[config.mk]
export PLATFORM = sky130hd
export DESIGN_NAME = ptc_div
export DESIGN_NICKNAME = d
export VERILOG_FILES = /design/src/ptc_pkg.sv /design/src/ptc_div_cell.sv /design/src/ptc_div.sv
export SDC_FILE = /design/constraint.sdc
export NUM_CORES = 2
export LEC_CHECK = 0
export BUFFER_PORTS_ARGS = -buffer_cell sky130_fd_sc_hd__buf_2
export CAP_MARGIN = 30
export CORE_MARGIN = 5
export CORE_UTILIZATION = 24
export DETAILED_ROUTE_END_ITERATION = 10
export GPL_TIMING_DRIVEN = 0
export REMOVE_ABC_BUFFERS = 1
export SYNTH_ARGS = -nofsm -noshare
export SYNTH_HDL_FRONTEND = slang
export SYNTH_SLANG_ARGS = --single-unit
[constraint.sdc]
create_clock -name clk -period 3.3 [get_ports clk]
set_input_delay 0.165 -clock clk [delete_from_list [all_inputs] [get_ports clk]]
set_output_delay 0.165 -clock clk [all_outputs]
set_load 0.1 [all_outputs]
[src/ptc_pkg.sv]
// Shared types, constants and helpers for the pressure/temperature compensation block.
// Has no dependencies; ptc_div_cell, ptc_div and the top module import it.
package ptc_pkg;

	localparam int unsigned DIV_W = 32;
	localparam int unsigned CFG_IDX_W = 3;

	typedef enum logic [CFG_IDX_W-1:0] {
		CFG_AC1_AC2 = 3'd0,
		CFG_AC3_AC4 = 3'd1,
		CFG_AC5_AC6 = 3'd2,
		CFG_B1_B2 = 3'd3,
		CFG_MC_MD = 3'd4,
		CFG_OSS = 3'd5
	} cfg_idx_t;

	localparam logic [31:0] RST_AC1_AC2 = 32'd26804152;
	localparam logic [31:0] RST_AC3_AC4 = 32'd3352395749;
	localparam logic [31:0] RST_AC5_AC6 = 32'd2146785905;
	localparam logic [31:0] RST_B1_B2 = 32'd405667844;
	localparam logic [31:0] RST_MC_MD = 32'd3724086068;
	localparam logic [1:0] RST_OSS = 2'd0;

	localparam logic [31:0] K_TEMP_OFS = 32'd4000;
	localparam logic [31:0] K_HALF = 32'd32768;
	localparam logic [15:0] K_B7_SCALE = 16'd50000;
	localparam logic [31:0] K_C1 = 32'd3038;
	localparam logic [31:0] K_C2 = 32'hFFFF_E343;
	localparam logic [31:0] K_C3 = 32'd3791;

	function automatic logic [31:0] asr32(logic [31:0] v, int unsigned n);
		asr32 = 32'($signed(v) >>> n);
	endfunction

	function automatic logic [31:0] sext16(logic [15:0] v);
		sext16 = {{16{v[15]}}, v};
	endfunction

endpackage

[src/ptc_div_cell.sv]
// One restoring-division step: shifts one dividend bit into the remainder and
// emits one quotient bit. Uses ptc_pkg for the data width.
module ptc_div_cell
	import ptc_pkg::*;
#(
	parameter int unsigned SW = 1
) (
	input  logic clk,
	input  logic arst_n,
	input  logic en,
	input  logic valid_i,
	input  logic [DIV_W-1:0] rem_i,
	input  logic [DIV_W-1:0] a_i,
	input  logic [DIV_W-1:0] b_i,
	input  logic [SW-1:0] side_i,
	output logic valid_o,
	output logic [DIV_W-1:0] rem_o,
	output logic [DIV_W-1:0] a_o,
	output logic [DIV_W-1:0] b_o,
	output logic [SW-1:0] side_o
);
	logic [DIV_W:0] trial;
	logic ge;
	logic [DIV_W:0] diff;

	always_comb begin
		trial = {rem_i, a_i[DIV_W-1]};
		ge = trial >= {1'b0, b_i};
		diff = trial - {1'b0, b_i};
	end

	always_ff @(posedge clk or negedge arst_n) begin
		if (!arst_n) begin
			valid_o <= 1'b0;
		end else if (en) begin
			valid_o <= valid_i;
		end
	end

	always_ff @(posedge clk) begin
		if (en) begin
			rem_o <= ge ? diff[DIV_W-1:0] : trial[DIV_W-1:0];
			a_o <= {a_i[DIV_W-2:0], ge};
			b_o <= b_i;
			side_o <= side_i;
		end
	end
endmodule

[src/ptc_div.sv]
// Unsigned divider built as a row of ptc_div_cell stages, one quotient bit per
// cell, with a side word carried alongside. Uses ptc_pkg and ptc_div_cell.
module ptc_div
	import ptc_pkg::*;
#(
	parameter int unsigned SW = 1
) (
	input  logic clk,
	input  logic arst_n,
	input  logic en,
	input  logic valid_i,
	input  logic [DIV_W-1:0] a_i,
	input  logic [DIV_W-1:0] b_i,
	input  logic [SW-1:0] side_i,
	output logic valid_o,
	output logic [DIV_W-1:0] q_o,
	output logic [SW-1:0] side_o
);
	logic v_w [0:DIV_W];
	logic [DIV_W-1:0] rem_w [0:DIV_W];
	logic [DIV_W-1:0] a_w [0:DIV_W];
	logic [DIV_W-1:0] b_w [0:DIV_W];
	logic [SW-1:0] side_w [0:DIV_W];

	assign v_w[0] = valid_i;
	assign rem_w[0] = '0;
	assign a_w[0] = a_i;
	assign b_w[0] = b_i;
	assign side_w[0] = side_i;

	for (genvar i = 0; i < DIV_W; i++) begin : g_cell
		ptc_div_cell #(.SW(SW)) u_cell (
			.clk(clk), .arst_n(arst_n), .en(en),
			.valid_i(v_w[i]), .rem_i(rem_w[i]), .a_i(a_w[i]), .b_i(b_w[i]),
			.side_i(side_w[i]),
			.valid_o(v_w[i+1]), .rem_o(rem_w[i+1]), .a_o(a_w[i+1]),
			.b_o(b_w[i+1]), .side_o(side_w[i+1])
		);
	end

	assign valid_o = v_w[DIV_W];
	assign q_o = a_w[DIV_W];
	assign side_o = side_w[DIV_W];
endmodule

# Yosys cells after proc, flatten, opt, wreduce, memory -nomap -nowiden
# Cells that the tools add are included.
totals:
  word_cells: 253
  reg_bits: 3072
  inputBits: 69
  out_inout_bits: 34
classes:
  order_cmp: 32
  n_addsub: 31
  muxes: 31
ops:
  columns: ["op", "count"]
  rows:
  - ["$ge 33x32->1", 31]
  - ["$mux 32", 30]
  - ["$sub 32x32->32", 30]
  - ["$ge 1x32->1", 1]
  - ["$sub 1x32->32", 1]
  - ["$mux 1", 1]

# Depth between registers and ports, before layout
depth:
  ltp_word: 2
  ltp_mapped: 15
  mapped_depth_nobuf: 13

# Cells and area by module
# Synthesis repeated with hierarchy kept, for this count alone.
unflattened:
  hier_cells: 14115
  hier_area_um2: 165304.8
by_module_without_submodules:
  columns: ["mod", "instances", "cells_per_inst", "area_each_um2", "seq_area_each_um2"]
  rows:
  - ["ptc_div_cell at g_cell[0].u_cell ...", 30, 444, 5158.7, 2937.8]
  - ["ptc_div_cell at g_cell[20].u_cell", 1, 402, 5327.6, 2937.8]
  - ["ptc_div_cell at g_cell[9].u_cell", 1, 392, 5212.5, 2937.8]
  - ["ptc_div", 1, 1, 3.8, 0.0]

# Worst setup path before layout
# Ideal clock, no wire load.
synth_path:
  path_type: "register -> register"
  from: "register g_cell[6].u_cell.b_o[1]"
  to: "register g_cell[7].u_cell.rem_o[25] (data pin)"
  path_buffers: 1
  required_time_ns: 3.040
  arrival_ns: 3.160
  setup_time_ns: 0.260
  path_stages_with_launch: 14
  path_slack_ns: -0.119
  synth_period_minus_slack_ns: 3.419
  path_cell_list: "edfxtp_1 -> inv_1 -> ha_1 -> nor2b_1 -> o21ai_0 -> a21oi_1 -> o22a_1 -> a221oi_2 -> o41ai_2 -> a311o_1 -> o21bai_1 -> a41oi_2 -> buf_4 -> mux2_2"
synth_between:
  elab_chain_len: 2
  word_cells_on_any_way: 3
  classes_between: "add/sub: 1; order compare: 1; mux: 1"
synth_lines:
  columns: ["item", "line", "source"]
  rows:
  - ["start: declaration", "ptc_div_cell.sv:19", "output logic [DIV_W-1:0] b_o,"]
  - ["start signal: assignment", "ptc_div_cell.sv:44", "b_o <= b_i;"]
  - ["$sub 32x32->32 or $ge 33x32->1 (tied branches)", "ptc_div_cell.sv:29, ptc_div_cell.sv:28", null]
  - ["$mux 32 (*)", "ptc_div_cell.sv:42", "rem_o <= ge ? diff[DIV_W-1:0] : trial[DIV_W-1:0];"]
  - ["end signal: assignment", "ptc_div_cell.sv:42", null]
  - ["end: declaration", "ptc_div_cell.sv:17", "output logic [DIV_W-1:0] rem_o,"]
# Mark *: on every way between the ends. The rest lies on a longest branch, timed or not.
# A chain may end at the register's enable or synchronous reset.

# Worst setup path in the final report
layout_path:
  from: "register g_cell[6].u_cell.rem_o[13]"
  to: "register g_cell[7].u_cell.rem_o[10] (data pin)"
layout_between:
  elab_chain_len: 2
layout_lines:
  columns: ["item", "line", "source"]
  rows:
  - ["start: declaration", "ptc_div_cell.sv:17", null]
  - ["start signal: assignment", "ptc_div_cell.sv:42", null]
  - ["$ge 33x32->1", "ptc_div_cell.sv:28", "ge = trial >= {1'b0, b_i};"]
  - ["$mux 32", "ptc_div_cell.sv:42", null]
# No other way between the ends.

==> impl_metrics.ini <==
[logic_synthesis]
synth_area_leaders = edfxtp_1 58%, ha_1 7.9%, a21oi_1 3.2%, inv_1 3.0%, o21ai_0 2.8%
synth_edf_count = 3040
synth_most_common_cell = edfxtp_1
synth_area_per_cell_um2 = 12.1
syn_inst = 13000
seq_area_frac_synth = 0.588
synth-seq-cells = 3072
synth_top_cell_area_share = 0.583
syn_area_um2 = 157000
ys.flop_type = edfxtp_1
yosysTopAreaCell = edfxtp_1
yosysUniqueCellTypes = 88
synthArstFlopShare = 0.0104
synth_common_cells = 3040 x edfxtp_1, 1256 x inv_1, 1012 x a21oi_1
synth_warnings = 0

[clock_network]
numClockSinks = 3072
cts.path.max_buffers = 4
clock_latency_ps = 980
htreeDepth = 5
cts-root-buf = clkbuf_16
cts_buffers = 383
cts_tree = built
clk_pin_slew_ps = 60

[pwr]
ir_drop_mv = 0.584
power-per-cell-area_nw_per_um2 = 1020
leakage_nw = 76.5

[finish]
syn_to_final_growth_pct = 25.6
finalNonFillerCells = 22900
nFillCells = 64800
drive_above_1_share = 0.194
antennaDiodeCount = 0
fin_area_um2 = 197000
fin_nets = 15100

[grt]
grt_pass1_vias = 106000
grt_first_pass_wirelength_mm = 574
grt_usage = 0.106
grt_max_degree = 174
grt_antenna_before_repair = 2
grt.overflow.total = 0

[timing]
rsz0062_at_grt = true
finalHoldViolCount = 0
relSlewSlack = 0.224
worst_slack_ps = -335
final.setup_skew_ps = 50.1
slew_violations = 0
fmax_ghz = 0.275
fin_crit_ps = 3630
fin_crit_sh = 1.10
setup_viol = 485
worst_slew_pin_slew_ps = 1150

[setup_path]
critPathKind = reg2reg
cp-startpoint = g_cell[6].u_cell.rem_o[13]
end_kind = flop
arrival_ps = 4360
crit_fanout = 6
r2r-start = g_cell[6].u_cell.rem_o[13]
worst_ep_required_time_ps = 4030
cp-start-kind = flop

[drt]
num_vias = 102000
drt-initial-drc-count = 5307
final_antenna_net_count = 0
drc = 0
post_drt_via_cell_ratio = 4.45
dr.pass1.iters = 6
wirelength_mm = 382
wire_per_inst_um = 16.7

[placed_design]
portBuffers = 102
dpl_cell_area_um2 = 168000
place_inst = 21400
gpl.final_weighted_congestion = 0.891
hpwlAfterDp_mm = 243

[status]
status = finished with violations
violations = setup timing

[run]
cap_violations = 0

[worst_hold_path]
hold_start = en
hold_class = in2reg

[floorplanning]
num_rows = 296
dieHeight_um = 818
die_area_um2 = 669000
die_width_um = 818
coreArea_um2 = 650000
start_util = 0.241
io_pins = 103
-- cell usage in the layout (no fill, tap or decap), types with 368 or more instances in the layout --
cell,instances
a21o_1,575
a21oi_1,882
buf_4,447
clkbuf_16,405
edfxtp_1,3040
ha_1,795
inv_1,1219
nand2_1,835
nor2_1,575
o21ai_0,739
xnor2_1,452
xor2_1,368
-- critical path, stage by stage (launching register included) --
cell and delay [ps]:
edfxtp_1 430, ha_4 280, a211o_1 300, o21ai_2 130, o211ai_1 100, buf_4 170
a221oi_4 350, o41ai_4 130, a311o_1 380, o21bai_4 210, a41oi_4 160, buf_12 180
buf_12 130, buf_16 120, mux2_4 290
-- cells by family after synthesis --
| family | Yosys count | share of synthesized area |
|---|---|---|
| mux | 406 | 0.0290 |
| buf+inv | 1637 | 0.0404 |
| xor+xnor | 820 | 0.0458 |
| simple gates | 2597 | 0.0774 |
| flops | 3072 | 0.588 |
| compound gates | 3424 | 0.137 |
| fa+ha+maj | 1024 | 0.0832 |
-- per-stage QoR --
stage | utilization | hold WS, ps | TNS [ps] | setup WS [ps] | power (mW)
final | 0.303 | 152 | -62800 | -335 | 201
after global routing | 0.303 | 103 | -124950 | -462 | 214
after CTS | 0.294 | 47.0 | -114050 | -552 | 194
after detailed placement | 0.258 | 260 | -3663990 | -3350 | 135
after global placement | 0.256 | 231 | - | -50940 | 129
after floorplan | - | -131 | -770090 | -1570 | 115
-- layout make-up --
| class | count | area, um^2 | share of cell area |
|---|---|---|---|
| clock inverters | 221 | 2350 | 0.0119 |
| repair buffers | 961 | 10600 | 0.0539 |
| clock buffers | 467 | 9940 | 0.0505 |
| inverters | 1256 | 4760 | 0.0242 |
| flip-flops and latches | 3072 | 92100 | 0.468 |
| well taps | 8642 | 10800 | 0.0550 |
| multi-input cells | 8289 | 66200 | 0.336 |
-- power by group --
group | switching (mW) | total [mW] | leakage, nW | internal [mW]
clock network | 17.1 | 41.5 | 5.93 | 24.4
logic | 52.6 | 99.2 | 40.4 | 46.6
registers | 4.69 | 60.8 | 30.1 | 56.1
total | 74.4 | 201 | 76.5 | 127
-- worst paths after layout --
path                                                    to  slack, ps  cells after the start
max in group asynchronous        g_cell[22].u_cell.valid_o       2900                      4
worst min register to register   g_cell[28].u_cell.a_o[27]        390                      0
min in group asynchronous         g_cell[7].u_cell.valid_o        240                      4
worst max-delay path            g_cell[7].u_cell.rem_o[10]       -330                     14
worst min-delay path            g_cell[2].u_cell.rem_o[22]        150                      5
worst max register to register  g_cell[7].u_cell.rem_o[10]       -330                     14
-- registers in the layout, summed over array words and instances (netlist names) --
signal,flops
g_cell.u_cell.a_o,1024
g_cell.u_cell.b_o,992
g_cell.u_cell.rem_o,992
g_cell.u_cell.side_o,32
g_cell.u_cell.valid_o,32
-- routing by layer --
layer,global-route usage,part of all wire
met1,0.0963,0.33
met2,0.212,0.55
met3,0.0144,0.032
met4,0.0788,0.090
met5,0,0.000029
-- what timing repair did --
action                      CTS  global route
cloned                       67            31
setup endpoints to repair  2108           930
hold buffers                142             0
pin swaps                   284           263
hold endpoints to repair    337             0
setup buffers               351           227
resized for setup          1029           730
No activity file was read; power rests on OpenSTA's default activity.
